### config.mk
export PLATFORM = sky130hd
export DESIGN_NAME = dns_query_id_remap_table
export DESIGN_NICKNAME = d
export VERILOG_FILES = /design/src/rtl/dqir_pkg.sv /design/src/rtl/dqir_ram.sv /design/src/rtl/dns_query_id_remap_table.sv
export SDC_FILE = /design/constraint.sdc
export NUM_CORES = 2
export LEC_CHECK = 0
export BUFFER_PORTS_ARGS = -buffer_cell sky130_fd_sc_hd__buf_4
export CAP_MARGIN = 20
export CORE_ASPECT_RATIO = 0.75
export CORE_MARGIN = 2
export CORE_UTILIZATION = 41
export CTS_CLUSTER_SIZE = 14
export DETAILED_ROUTE_END_ITERATION = 12
export PLACE_DENSITY = 0.58
export SYNTH_ARGS = -nofsm -noshare
export SYNTH_HDL_FRONTEND = slang
export SYNTH_SLANG_ARGS = --single-unit
### constraint.sdc
create_clock -name clk_i -period 11.8 [get_ports clk_i]
set_input_delay 2.36 -clock clk_i [delete_from_list [all_inputs] [get_ports clk_i]]
set_output_delay 2.36 -clock clk_i [all_outputs]
set_load 0.005 [all_outputs]
### src/rtl/dqir_pkg.sv
package dqir_pkg;

  localparam int unsigned MaxPendingDef = 16;

  localparam int unsigned IdW   = 16;
  localparam int unsigned IpW   = 32;
  localparam int unsigned PortW = 16;
  localparam int unsigned TimeW = 32;
  localparam int unsigned SeqW  = 8;
  localparam int unsigned CfgW  = 32;

  localparam logic [IpW-1:0]   UpstreamIpRst   = '0;
  localparam logic [PortW-1:0] UpstreamPortRst = 16'd53;
  localparam logic [IpW-1:0]   ListenIpRst     = '0;
  localparam logic [15:0]      TimeoutMsRst    = 16'd5000;

  typedef enum logic [1:0] {
    OP_QUERY    = 2'd0,
    OP_RESPONSE = 2'd1,
    OP_TICK     = 2'd2,
    OP_RSVD     = 2'd3
  } op_e;

  typedef enum logic [1:0] {
    ACT_DROP     = 2'd0,
    ACT_FORWARD  = 2'd1,
    ACT_SERVFAIL = 2'd2,
    ACT_RESPONSE = 2'd3
  } act_e;

  typedef enum logic [1:0] {
    CFG_UPSTREAM_IP   = 2'd0,
    CFG_UPSTREAM_PORT = 2'd1,
    CFG_LISTEN_IP     = 2'd2,
    CFG_TIMEOUT_MS    = 2'd3
  } cfg_idx_e;

  typedef enum logic [2:0] {
    ST_IDLE,
    ST_DECODE,
    ST_SCAN,
    ST_FINISH,
    ST_CHK,
    ST_EMIT
  } state_e;

  // one pending query as held in the slot memory
  typedef struct packed {
    logic [IdW-1:0]   client_id;
    logic [SeqW-1:0]  seq;
    logic [IpW-1:0]   client_ip;
    logic [PortW-1:0] client_port;
    logic [TimeW-1:0] deadline;
  } rec_t;

endpackage

### src/rtl/dqir_ram.sv
module dqir_ram #(
  parameter int unsigned Width = 8,
  parameter int unsigned Depth = 16,
  localparam int unsigned AddrW = (Depth > 1) ? $clog2(Depth) : 1
) (
  input  logic             clk_i,
  input  logic             we_i,
  input  logic [AddrW-1:0] waddr_i,
  input  logic [Width-1:0] wdata_i,
  input  logic             re_i,
  input  logic [AddrW-1:0] raddr_i,
  output logic [Width-1:0] rdata_o
);

  logic [Width-1:0] mem [Depth];

  always_ff @(posedge clk_i) begin
    if (we_i) begin
      mem[waddr_i] <= wdata_i;
    end
    if (re_i) begin
      rdata_o <= mem[raddr_i];
    end
  end

endmodule

### src/rtl/dns_query_id_remap_table.sv
// pending-query table of a dns forwarder
// input channel: in_valid_i / in_stall_o with opcode, time, id and peer fields;
// an item is taken when valid is high and stall is low. output channel:
// out_valid_o / out_stall_i with action, out_id, dest_ip, dest_port; every
// item gives exactly one result, a drop included
// one item is worked at a time. from acceptance to the result sitting in the
// output register, a query with a usable upstream and an expiry tick pass
// DECODE, SCAN and FINISH (the expiry and free-slot search reads the slot
// memory one entry per cycle through its single read port), a response to a
// pending slot passes DECODE and CHK and other items DECODE alone; each then
// waits in EMIT until the output register is free
// the next item is taken once the result has moved into the output register,
// so a waiting result does not block intake. when the receiver stalls, the
// result holds in the output register and the following result waits in its
// own register until the output frees up. reset (asynchronous, active low)
// empties the table via per-slot used flags, clears the sequence and loads the
// register defaults; the slot memory needs no clearing pass. the user makes
// config writes only while the block is idle, which the block does not enforce
module dns_query_id_remap_table
  import dqir_pkg::*;
#(
  parameter int unsigned MaxPending = MaxPendingDef
) (
  input  logic             clk_i,
  input  logic             rst_ni,
  // config write port
  input  logic             cfg_we_i,
  input  logic [1:0]       cfg_idx_i,
  input  logic [CfgW-1:0]  cfg_wdata_i,
  // input items
  input  logic             in_valid_i,
  output logic             in_stall_o,
  input  logic [1:0]       opcode_i,
  input  logic [TimeW-1:0] now_ms_i,
  input  logic [IdW-1:0]   txn_id_i,
  input  logic             is_query_i,
  input  logic [IpW-1:0]   peer_ip_i,
  input  logic [PortW-1:0] peer_port_i,
  // result items
  output logic             out_valid_o,
  input  logic             out_stall_i,
  output logic [1:0]       action_o,
  output logic [IdW-1:0]   out_id_o,
  output logic [IpW-1:0]   dest_ip_o,
  output logic [PortW-1:0] dest_port_o
);

  localparam int unsigned IdxW = (MaxPending > 1) ? $clog2(MaxPending) : 1;
  localparam int unsigned CntW = $clog2(MaxPending + 1);
  localparam int unsigned RecW = $bits(rec_t);

  // config registers
  logic [IpW-1:0]   upstream_ip_q;
  logic [PortW-1:0] upstream_port_q;
  logic [IpW-1:0]   listen_ip_q;
  logic [15:0]      timeout_ms_q;

  // control state
  state_e              state_q, state_d;
  logic [MaxPending-1:0] used_q;
  logic [SeqW-1:0]     seq_q;
  logic [CntW-1:0]     cnt_q;
  logic                chk_vld_q;
  logic                found_q;
  logic                out_valid_q;

  // latched item and scan payload
  op_e                 op_q;
  logic [TimeW-1:0]    now_q;
  logic [IdW-1:0]      txn_q;
  logic                is_query_q;
  logic [IpW-1:0]      pip_q;
  logic [PortW-1:0]    pport_q;
  logic [IdxW-1:0]     chk_idx_q;
  logic [IdxW-1:0]     free_idx_q;

  // pending result and output register
  act_e                res_act_q;
  logic [IdW-1:0]      res_id_q;
  logic [IpW-1:0]      res_ip_q;
  logic [PortW-1:0]    res_port_q;
  logic [1:0]          out_act_q;
  logic [IdW-1:0]      out_id_q;
  logic [IpW-1:0]      out_ip_q;
  logic [PortW-1:0]    out_port_q;

  // slot memory port
  logic                ram_we, ram_re;
  logic [IdxW-1:0]     ram_waddr, ram_raddr;
  rec_t                ram_wdata, ram_rdata;
  logic [RecW-1:0]     ram_rdata_raw;

  // result load
  logic                res_we;
  act_e                res_act;
  logic [IdW-1:0]      res_id;
  logic [IpW-1:0]      res_ip;
  logic [PortW-1:0]    res_port;

  logic                up_ok;
  logic                out_free;
  logic                slot_ok;
  logic [IdxW-1:0]     slot_idx;
  logic                scan_issue;
  logic                scan_done;
  logic [TimeW-1:0]    age;
  logic                expired;
  logic                is_free;
  logic                resp_match;
  logic [IdW-1:0]      new_oid;

  assign up_ok    = (upstream_ip_q != '0) && (upstream_ip_q != listen_ip_q);
  assign out_free = !out_valid_q || !out_stall_i;

  // slot number lives in the high byte of the id
  assign slot_ok  = {1'b0, txn_q[15:8]} < 9'(MaxPending);
  assign slot_idx = txn_q[8 +: IdxW];

  assign scan_issue = cnt_q < CntW'(MaxPending);
  assign scan_done  = (cnt_q == CntW'(MaxPending)) && !chk_vld_q;

  // wrapped difference, sign bit clear means the deadline has passed
  assign ram_rdata = rec_t'(ram_rdata_raw);
  assign age       = now_q - ram_rdata.deadline;
  assign expired   = used_q[chk_idx_q] && !age[TimeW-1];
  assign is_free   = !used_q[chk_idx_q] || expired;

  assign resp_match = (ram_rdata.seq == txn_q[7:0]) && up_ok &&
                      (pip_q == upstream_ip_q) && (pport_q == upstream_port_q);

  assign new_oid = {8'(free_idx_q), seq_q};

  // next state
  always_comb begin
    state_d = state_q;
    unique case (state_q)
      ST_IDLE: begin
        if (in_valid_i) state_d = ST_DECODE;
      end
      ST_DECODE: begin
        unique case (op_q)
          OP_QUERY:    state_d = (is_query_q && up_ok) ? ST_SCAN : ST_EMIT;
          OP_RESPONSE: state_d = (slot_ok && used_q[slot_idx]) ? ST_CHK : ST_EMIT;
          OP_TICK:     state_d = ST_SCAN;
          default:     state_d = ST_EMIT;
        endcase
      end
      ST_SCAN: begin
        if (scan_done) state_d = ST_FINISH;
      end
      ST_FINISH: state_d = ST_EMIT;
      ST_CHK:    state_d = ST_EMIT;
      ST_EMIT: begin
        if (out_free) state_d = ST_IDLE;
      end
      default:   state_d = ST_IDLE;
    endcase
  end

  // outputs of the sequencer: memory port and result load
  always_comb begin
    ram_we    = 1'b0;
    ram_re    = 1'b0;
    ram_waddr = free_idx_q;
    ram_raddr = cnt_q[IdxW-1:0];
    ram_wdata = '{client_id:   txn_q,
                  seq:         seq_q,
                  client_ip:   pip_q,
                  client_port: pport_q,
                  deadline:    now_q + TimeW'(timeout_ms_q)};
    res_we    = 1'b0;
    res_act   = ACT_DROP;
    res_id    = '0;
    res_ip    = '0;
    res_port  = '0;
    unique case (state_q)
      ST_IDLE: ;
      ST_DECODE: begin
        unique case (op_q)
          OP_QUERY: begin
            if (!is_query_q) begin
              res_we = 1'b1;
            end else if (!up_ok) begin
              res_we   = 1'b1;
              res_act  = ACT_SERVFAIL;
              res_id   = txn_q;
              res_ip   = pip_q;
              res_port = pport_q;
            end
          end
          OP_RESPONSE: begin
            ram_re    = 1'b1;
            ram_raddr = slot_idx;
            if (!(slot_ok && used_q[slot_idx])) res_we = 1'b1;
          end
          OP_TICK: ;
          default: res_we = 1'b1;
        endcase
      end
      ST_SCAN: begin
        ram_re = scan_issue;
      end
      ST_FINISH: begin
        res_we = 1'b1;
        if (op_q == OP_QUERY) begin
          if (found_q) begin
            ram_we   = 1'b1;
            res_act  = ACT_FORWARD;
            res_id   = new_oid;
            res_ip   = upstream_ip_q;
            res_port = upstream_port_q;
          end else begin
            res_act  = ACT_SERVFAIL;
            res_id   = txn_q;
            res_ip   = pip_q;
            res_port = pport_q;
          end
        end
      end
      ST_CHK: begin
        res_we = 1'b1;
        if (resp_match) begin
          res_act  = ACT_RESPONSE;
          res_id   = ram_rdata.client_id;
          res_ip   = ram_rdata.client_ip;
          res_port = ram_rdata.client_port;
        end
      end
      ST_EMIT: ;
      default: ;
    endcase
  end

  // control registers
  always_ff @(posedge clk_i or negedge rst_ni) begin
    if (!rst_ni) begin
      state_q         <= ST_IDLE;
      used_q          <= '0;
      seq_q           <= '0;
      cnt_q           <= '0;
      chk_vld_q       <= 1'b0;
      found_q         <= 1'b0;
      out_valid_q     <= 1'b0;
      upstream_ip_q   <= UpstreamIpRst;
      upstream_port_q <= UpstreamPortRst;
      listen_ip_q     <= ListenIpRst;
      timeout_ms_q    <= TimeoutMsRst;
    end else begin
      state_q <= state_d;

      if (cfg_we_i) begin
        unique case (cfg_idx_e'(cfg_idx_i))
          CFG_UPSTREAM_IP:   upstream_ip_q   <= cfg_wdata_i;
          CFG_UPSTREAM_PORT: upstream_port_q <= cfg_wdata_i[PortW-1:0];
          CFG_LISTEN_IP:     listen_ip_q     <= cfg_wdata_i;
          CFG_TIMEOUT_MS:    timeout_ms_q    <= cfg_wdata_i[15:0];
          default: ;
        endcase
      end

      if (state_q == ST_DECODE) begin
        cnt_q     <= '0;
        chk_vld_q <= 1'b0;
        found_q   <= 1'b0;
      end

      if (state_q == ST_SCAN) begin
        if (scan_issue) cnt_q <= cnt_q + 1'b1;
        chk_vld_q <= scan_issue;
        if (chk_vld_q) begin
          if (expired) used_q[chk_idx_q] <= 1'b0;
          if (is_free) found_q <= 1'b1;
        end
      end

      if (state_q == ST_FINISH && op_q == OP_QUERY && found_q) begin
        used_q[free_idx_q] <= 1'b1;
        seq_q              <= seq_q + 1'b1;
      end

      if (state_q == ST_CHK && resp_match) begin
        used_q[slot_idx] <= 1'b0;
      end

      if (state_q == ST_EMIT && out_free) begin
        out_valid_q <= 1'b1;
      end else if (!out_stall_i) begin
        out_valid_q <= 1'b0;
      end
    end
  end

  // payload registers
  always_ff @(posedge clk_i) begin
    if (state_q == ST_IDLE && in_valid_i) begin
      op_q       <= op_e'(opcode_i);
      now_q      <= now_ms_i;
      txn_q      <= txn_id_i;
      is_query_q <= is_query_i;
      pip_q      <= peer_ip_i;
      pport_q    <= peer_port_i;
    end
    if (state_q == ST_SCAN) begin
      chk_idx_q <= cnt_q[IdxW-1:0];
      // lowest free slot wins, scan runs upwards
      if (chk_vld_q && is_free && !found_q) free_idx_q <= chk_idx_q;
    end
    if (res_we) begin
      res_act_q  <= res_act;
      res_id_q   <= res_id;
      res_ip_q   <= res_ip;
      res_port_q <= res_port;
    end
    if (state_q == ST_EMIT && out_free) begin
      out_act_q  <= res_act_q;
      out_id_q   <= res_id_q;
      out_ip_q   <= res_ip_q;
      out_port_q <= res_port_q;
    end
  end

  dqir_ram #(
    .Width (RecW),
    .Depth (MaxPending)
  ) u_slot_ram (
    .clk_i   (clk_i),
    .we_i    (ram_we),
    .waddr_i (ram_waddr),
    .wdata_i (ram_wdata),
    .re_i    (ram_re),
    .raddr_i (ram_raddr),
    .rdata_o (ram_rdata_raw)
  );

  assign in_stall_o  = (state_q != ST_IDLE);
  assign out_valid_o = out_valid_q;
  assign action_o    = out_act_q;
  assign out_id_o    = out_id_q;
  assign dest_ip_o   = out_ip_q;
  assign dest_port_o = out_port_q;

endmodule
; ---- After elaboration in Yosys (flattened, before gate mapping)
; Memory sizes are Yosys's and may differ from the RTL's. A register that Yosys moved wholly into a read port is not among the register bits.
; Cells that the tools add are included.
[op_classes]
add_sub_neg = 4
n_eq_ne = 19
mul = 0
bitwise = 5
magnitude_cmp = 8
shift = 0
n_mux = 75
reduce_logical = 39
div = 0
[ops]
columns = cell, count
row1 = $mux W16, 17
row2 = $mux W32, 6
row3 = $pmux W16 S3, 2
row4 = $pmux W32 S3, 1
row5 = $add A32 B16 Y32, 1
row6 = $and A16 B16 Y16, 2
row7 = $eq A32 B32 Y1, 1
row8 = $ne A32 B32 Y1, 1
row9 = $not A16 Y16, 2
row10 = $reduce_bool A32 Y1, 1
row11 = $sub A32 B32 Y32, 1
row12 = $mux W1, 23
row13 = $logic_and A1 B1 Y1, 18
row14 = $eq A16 B16 Y1, 1
row15 = $or A16 B16 Y16, 1
row16 = $lt A4 B5 Y1 const B, 3
row17 = $mux W5, 3
row18 = $pmux W3 S5, 1
row19 = $demux W1 S4, 3
row20 = $ge A4 B1 Y1 const B, 3
row21 = $mux W2, 6
row22 = $mux W3, 4
row23 = $reduce_and A2 Y1, 5
row24 = $pmux W3 S3, 1
row25 = 26 further kinds, 43
[word_totals]
regBits = 370
word_cells = 178
input_bits = 138
mem_count = 1
romBits = 0
ram_bits = 1664
latch_bits = 0
[memory_table]
columns = memory, words, width, read_ports, rd_clocked_by_memory_dff, write_ports, line
row1 = u_slot_ram.mem, 16, 104, 1, 1, 1, dqir_ram.sv:15  ; logic [Width-1:0] mem [Depth];

; ---- Logic depth before layout (Yosys ltp)
[depth]
word_depth = 13
mapped_depth = 12
depth_no_buf = 10

; ---- Hierarchy
; Synthesis repeated with hierarchy kept, for this count alone.
[unflattened]
hier_cells = 3896
hier_area_um2 = 82027.4
[modules_own_cells]
columns = module, instances, seq_area_each_um2, cells_each, area_per_inst_um2
row1 = dqir_ram, 1, 53090.9, 2662, 65297.6
row2 = dns_query_id_remap_table, 1, 10466.3, 1234, 16729.8

; ---- Least setup slack after synthesis
; Ideal clock, no wire load.
[synth_timing]
path_type = reg-to-reg
start = reg state_q[2]
end = mem u_slot_ram.mem[2][0] (netlist name) (enable)
setup_slack_ns = -0.442
t_required_ns = 10.974
arrival_time_ns = 11.416
path_buffers = 0
setup_ns = 0.826
period_less_slack_ns = 12.242
stages_incl_launch_ff = 5
cell_sequence = dfrtp_1 -> or2b_1 -> nor4_1 -> nand2_1 -> nor4_1
[synth_between]
elab_chain_len = 4
[synth_rtl]
columns = element, line
row1 = from (decl), dns_query_id_remap_table.sv:59  ; state_e state_q, state_d;
row2 = from (signal assigned), dns_query_id_remap_table.sv:249  ; state_q <= state_d;
row3 = $eq A3 B2 Y1, dns_query_id_remap_table.sv:176  ; unique case (state_q)
row4 = $mux W1, dns_query_id_remap_table.sv:176
row5 = $mux W1, dqir_ram.sv:18  ; if (we_i) begin
row6 = $mux W1 (implied by the code), dqir_ram.sv:19  ; mem[waddr_i] <= wdata_i;
row7 = to (decl), dqir_ram.sv:15
; No other way between the ends.

; ---- Final worst setup path
[layout_timing]
start = reg state_q[0]
end = reg u_slot_ram.rdata_o[66] (read register of u_slot_ram.mem), data pin
[layout_between]
elab_chain_len = 2
word_cells_on_any_way = 4
[layout_rtl]
columns = element, line
row1 = $eq A3 B2 Y1 or $eq A3 B1 Y1 (tied branches), dns_query_id_remap_table.sv:176
row2 = $pmux W1 S2 or $mux W4 (tied branches), dns_query_id_remap_table.sv:176
row3 = to (decl), dqir_ram.sv:12  ; output logic [Width-1:0] rdata_o
; Several ways; a longest one is shown, not always the timed one.
; A chain may end at the register's enable or synchronous reset.

==> flow_results.xml <==
<?xml version="1.0" encoding="UTF-8"?>
<metrics>
  <group name="outcome">
    <metric name="outcome" unit="">finished, final reports clean</metric>
  </group>
  <group name="sta">
    <metric name="period_needed" unit="ns">5.44</metric>
    <metric name="final.setup.tns" unit="ns">0</metric>
    <metric name="slew_headroom" unit="%">23.6</metric>
    <metric name="period_share" unit="%">46.1</metric>
    <metric name="worst_slew_pin_slew" unit="ns">1.14</metric>
    <metric name="max_freq" unit="MHz">184</metric>
    <metric name="layout_setup_ws" unit="ns">6.36</metric>
    <metric name="rsz0062_at_grt" unit="">false</metric>
    <metric name="final.setup_skew" unit="ns">0.0464</metric>
    <metric name="setup_viol_count_final" unit="">0</metric>
    <metric name="final_slew_viol_count" unit="">0</metric>
    <metric name="finalHoldViolations" unit="">0</metric>
  </group>
  <group name="global_routing">
    <metric name="gr-total-overflow" unit="">0</metric>
    <metric name="met2_usage_in_global_routing" unit="%">31.1</metric>
    <metric name="global_route.usage.total" unit="%">20.5</metric>
    <metric name="antenna_found_initial" unit="">9</metric>
    <metric name="met1_usage" unit="%">30.9</metric>
    <metric name="pin_count_of_the_biggest_net_entering_global_routing" unit="">143</metric>
    <metric name="grt_first_pass_wirelength" unit="um">301000</metric>
    <metric name="groute.layer.met3.usage" unit="%">3.82</metric>
    <metric name="first_global_vias" unit="">40300</metric>
    <metric name="grt.busiest_layer" unit="">met2</metric>
  </group>
  <group name="worst_setup_path">
    <metric name="critPathArrivalTime" unit="ns">6.01</metric>
    <metric name="timing.critical_path.fanout_max" unit="">62</metric>
    <metric name="cp.required" unit="ns">12.36</metric>
    <metric name="critical_path_source_type" unit="">register</metric>
    <metric name="worstRegToRegCells" unit="">10</metric>
    <metric name="timing.setup.critical_path_class" unit="">reg -&gt; reg</metric>
    <metric name="critical_path.endpoint_type" unit="">register</metric>
  </group>
  <group name="clocking">
    <metric name="insertion_delay" unit="ns">0.85</metric>
    <metric name="numClockSinks" unit="">2138</metric>
    <metric name="post_cts_hold_buffer_count" unit="">0</metric>
    <metric name="clk_pin_slew" unit="ns">0.06</metric>
    <metric name="cts-resized-gates" unit="">0</metric>
    <metric name="cts_made_buffers" unit="">210</metric>
    <metric name="postCtsSetupRepairBufs" unit="">0</metric>
    <metric name="ctsHtreeMaxLevel" unit="">4</metric>
    <metric name="clk_path_buf_depth" unit="">4</metric>
    <metric name="cts_root_buffer" unit="">sky130_fd_sc_hd__clkbuf_16</metric>
    <metric name="tritoncts_clock_tree" unit="">done</metric>
  </group>
  <group name="finish">
    <metric name="final_common_cell" unit="">sky130_fd_sc_hd__edfxtp_1</metric>
    <metric name="commonest_non_fill_non_tap_cells_in_the_layout" unit="">sky130_fd_sc_hd__edfxtp_1 (2007), sky130_fd_sc_hd__mux4_2 (374), sky130_fd_sc_hd__buf_4 (326)</metric>
    <metric name="nFillCells" unit="">16400</metric>
    <metric name="area_occupied_by_multi_input_gates" unit="um2">17900</metric>
    <metric name="num-nets-final" unit="">4426</metric>
    <metric name="ff_latch_area" unit="um2">63600</metric>
    <metric name="synthToLayoutAreaGrowth" unit="%">14.2</metric>
    <metric name="post_route_cells_drive_above_1_share" unit="%">26.5</metric>
  </group>
  <group name="logic_synthesis">
    <metric name="synthesis.area" unit="um2">82600</metric>
    <metric name="syn-num-nets" unit="">4053</metric>
    <metric name="ys_seq_area_share" unit="%">77.0</metric>
    <metric name="avgSynthCellArea" unit="um2">21.4</metric>
    <metric name="synthesis.yosys.warnings" unit="">0</metric>
    <metric name="synth_edf_count" unit="">2007</metric>
    <metric name="post_synth_num_cell_types" unit="">67</metric>
    <metric name="leading_register_cell_type_out_of_synthesis" unit="">sky130_fd_sc_hd__edfxtp_1</metric>
    <metric name="ys_async_sr_fraction" unit="%">6.13</metric>
    <metric name="synthCells" unit="">3865</metric>
    <metric name="synth.ff_latch_count" unit="">2138</metric>
  </group>
  <group name="detailed_routing">
    <metric name="dr.first_iter.drc_count" unit="">5005</metric>
    <metric name="wire_per_inst" unit="um">30.0</metric>
    <metric name="drc_errors" unit="">0</metric>
    <metric name="via_count" unit="">40700</metric>
    <metric name="detailedRoute.firstPassIterationCount" unit="">5</metric>
    <metric name="detail_route.wirelength" unit="um">212000</metric>
    <metric name="route.detailed.vias_per_inst" unit="">5.76</metric>
    <metric name="drtAntennaViolNets" unit="">0</metric>
  </group>
  <group name="place">
    <metric name="place.detailed.hpwl" unit="um">120000</metric>
    <metric name="gp_weighted_congestion" unit="">0.824</metric>
    <metric name="pre_cts_ws" unit="ns">6.32</metric>
    <metric name="port-buffer-count" unit="">205</metric>
  </group>
  <group name="floorplanning">
    <metric name="boundaryPins" unit="">206</metric>
    <metric name="initial_core_util" unit="%">41.3</metric>
    <metric name="total_die_area" unit="um2">205000</metric>
    <metric name="core_footprint" unit="um2">200000</metric>
    <metric name="floorplan.rows" unit="">142</metric>
    <metric name="die_height" unit="um">393</metric>
    <metric name="die_width" unit="um">522</metric>
  </group>
  <group name="hold_path">
    <metric name="holdPathStages" unit="">0</metric>
    <metric name="tightest_hold_check_type" unit="">reg -&gt; reg</metric>
  </group>
  <group name="pwr">
    <metric name="static-leakage-power" unit="nW">32.3</metric>
    <metric name="power_density" unit="nW/um2">205</metric>
    <metric name="peakVddDrop" unit="V">0.000136</metric>
  </group>
  <group name="flow_run">
    <metric name="cap_viol_max_count" unit="">0</metric>
  </group>
</metrics>
[critical path: stages (launching register included)]
cell and delay [ns]:
sky130_fd_sc_hd__dfrtp_1 0.49, sky130_fd_sc_hd__inv_2 0.08, sky130_fd_sc_hd__or3_1 0.49, sky130_fd_sc_hd__or3_1 0.62, sky130_fd_sc_hd__mux2i_4 0.29, sky130_fd_sc_hd__buf_4 0.77, sky130_fd_sc_hd__buf_4 0.80, sky130_fd_sc_hd__buf_4 0.71
sky130_fd_sc_hd__mux4_2 0.41, sky130_fd_sc_hd__a22oi_1 0.23, sky130_fd_sc_hd__nand2_1 0.10
[cells in the mapped netlist (4+ instances only)]
master | instances | area, um2
sky130_fd_sc_hd__buf_12 | 10 | 200
sky130_fd_sc_hd__nand2b_1 | 7 | 43.8
sky130_fd_sc_hd__inv_1 | 42 | 158
sky130_fd_sc_hd__a31o_2 | 10 | 87.6
sky130_fd_sc_hd__xor2_1 | 42 | 368
sky130_fd_sc_hd__dfrtp_1 | 122 | 3050
sky130_fd_sc_hd__edfxtp_1 | 2007 | 60300
sky130_fd_sc_hd__a21o_1 | 68 | 510
sky130_fd_sc_hd__mux2i_1 | 7 | 70.1
sky130_fd_sc_hd__dfstp_2 | 9 | 236
sky130_fd_sc_hd__nand4_1 | 27 | 169
sky130_fd_sc_hd__a22oi_1 | 209 | 1570
sky130_fd_sc_hd__mux2_2 | 99 | 1110
sky130_fd_sc_hd__buf_1 | 8 | 30.0
sky130_fd_sc_hd__nor3b_1 | 6 | 45.0
sky130_fd_sc_hd__buf_6 | 7 | 78.8
sky130_fd_sc_hd__buf_4 | 11 | 82.6
sky130_fd_sc_hd__clkbuf_1 | 64 | 240
sky130_fd_sc_hd__buf_2 | 59 | 295
sky130_fd_sc_hd__nor2b_1 | 9 | 56.3
sky130_fd_sc_hd__and4_1 | 5 | 43.8
sky130_fd_sc_hd__mux4_2 | 374 | 8420
sky130_fd_sc_hd__nor4_1 | 24 | 150
sky130_fd_sc_hd__o21ai_0 | 21 | 105
sky130_fd_sc_hd__nand2_1 | 143 | 537
sky130_fd_sc_hd__nor3_1 | 12 | 60.1
sky130_fd_sc_hd__or3_1 | 5 | 31.3
sky130_fd_sc_hd__buf_8 | 11 | 165
sky130_fd_sc_hd__xnor2_1 | 83 | 727
sky130_fd_sc_hd__a211oi_1 | 5 | 37.5
sky130_fd_sc_hd__a41o_1 | 5 | 50.1
sky130_fd_sc_hd__ha_1 | 49 | 613
sky130_fd_sc_hd__and3_1 | 8 | 50.1
sky130_fd_sc_hd__clkbuf_4 | 8 | 60.1
sky130_fd_sc_hd__nor2_1 | 55 | 206
sky130_fd_sc_hd__o21a_1 | 4 | 30.0
sky130_fd_sc_hd__nand3_1 | 21 | 105
sky130_fd_sc_hd__mux4_1 | 50 | 1310
sky130_fd_sc_hd__a21oi_1 | 48 | 240
sky130_fd_sc_hd__a22o_1 | 63 | 552
sky130_fd_sc_hd__and2_1 | 5 | 31.3
[cell type report]
type / count / area share, %
antenna: 2 / 0.00531
clock buffer: 258 / 5.84
clock inverter: 116 / 1.17
inverter: 43 / 0.171
multi-input combinational: 1506 / 19.0
sequential: 2138 / 67.4
tap: 2664 / 3.54
timing repair buffer: 339 / 2.86
[registers in the layout, summed over array words and instances (netlist names), 5 cells and up]
| register | cells |
|---|---|
| cnt_q | 5 |
| dest_ip_o | 32 |
| dest_port_o | 16 |
| listen_ip_q | 32 |
| now_q | 32 |
| out_id_o | 16 |
| pip_q | 32 |
| pport_q | 16 |
| res_id_q | 16 |
| res_ip_q | 32 |
| res_port_q | 16 |
| seq_q | 8 |
| timeout_ms_q | 16 |
| txn_q | 16 |
| u_slot_ram.mem | 1664 |
| u_slot_ram.rdata_o | 104 |
| upstream_ip_q | 32 |
| upstream_port_q | 16 |
| used_q | 16 |
[logic make-up after synthesis]
family | share of synthesized area (%)
AOI/OAI and AO/OA | 4.13
xor gates and xnor gates | 1.33
adders and majority gates | 0.767
buffers and inverters | 1.59
DFF | 77.0
muxes | 13.3
and+or+nand+nor | 1.97
[path summary, 6_finish.rpt]
check / startpoint / to / slack, ns
max: state_q[0] / u_slot_ram.rdata_o[66] / 6.36
min: res_ip_q[0] / dest_ip_o[0] / 0.42
min reg2reg: res_ip_q[0] / dest_ip_o[0] / 0.42
max reg2reg: state_q[0] / u_slot_ram.rdata_o[66] / 6.36
max in group asynchronous: rst_ni / out_valid_o / 8.95
min in group asynchronous: rst_ni / listen_ip_q[0] / 1.63
[power by group]
group	switching (mW)	internal, mW
Clock	2.83	3.72
Sequential	0.415	9.23
Combinational	1.75	1.35
[metal layers]
layer | vias to the layer above | wire [um]
met5 | - | 40
met4 | 6 | 4350
met3 | 285 | 16600
met2 | 1639 | 96900
met1 | 21900 | 94400
li1 | 16900 | -
[metrics by stage]
| stage | area [um2] | instances | utilization, % | hold WS [ns] | power, mW |
|---|---|---|---|---|---|
| global placement | 87400 | 6666 | 43.7 | 0.404 | 12.9 |
| global route | 94300 | 7064 | 47.2 | 0.421 | 20.0 |
| finish | 94300 | 7066 | 47.2 | 0.418 | 19.3 |
| floorplan | 82600 | 3865 | - | 0.400 | 11.9 |
| detailed placement | 87500 | 6669 | 43.8 | 0.405 | 12.9 |
| CTS | 94100 | 7043 | 47.1 | 0.419 | 19.4 |
Power figures use the tool's default switching activity.
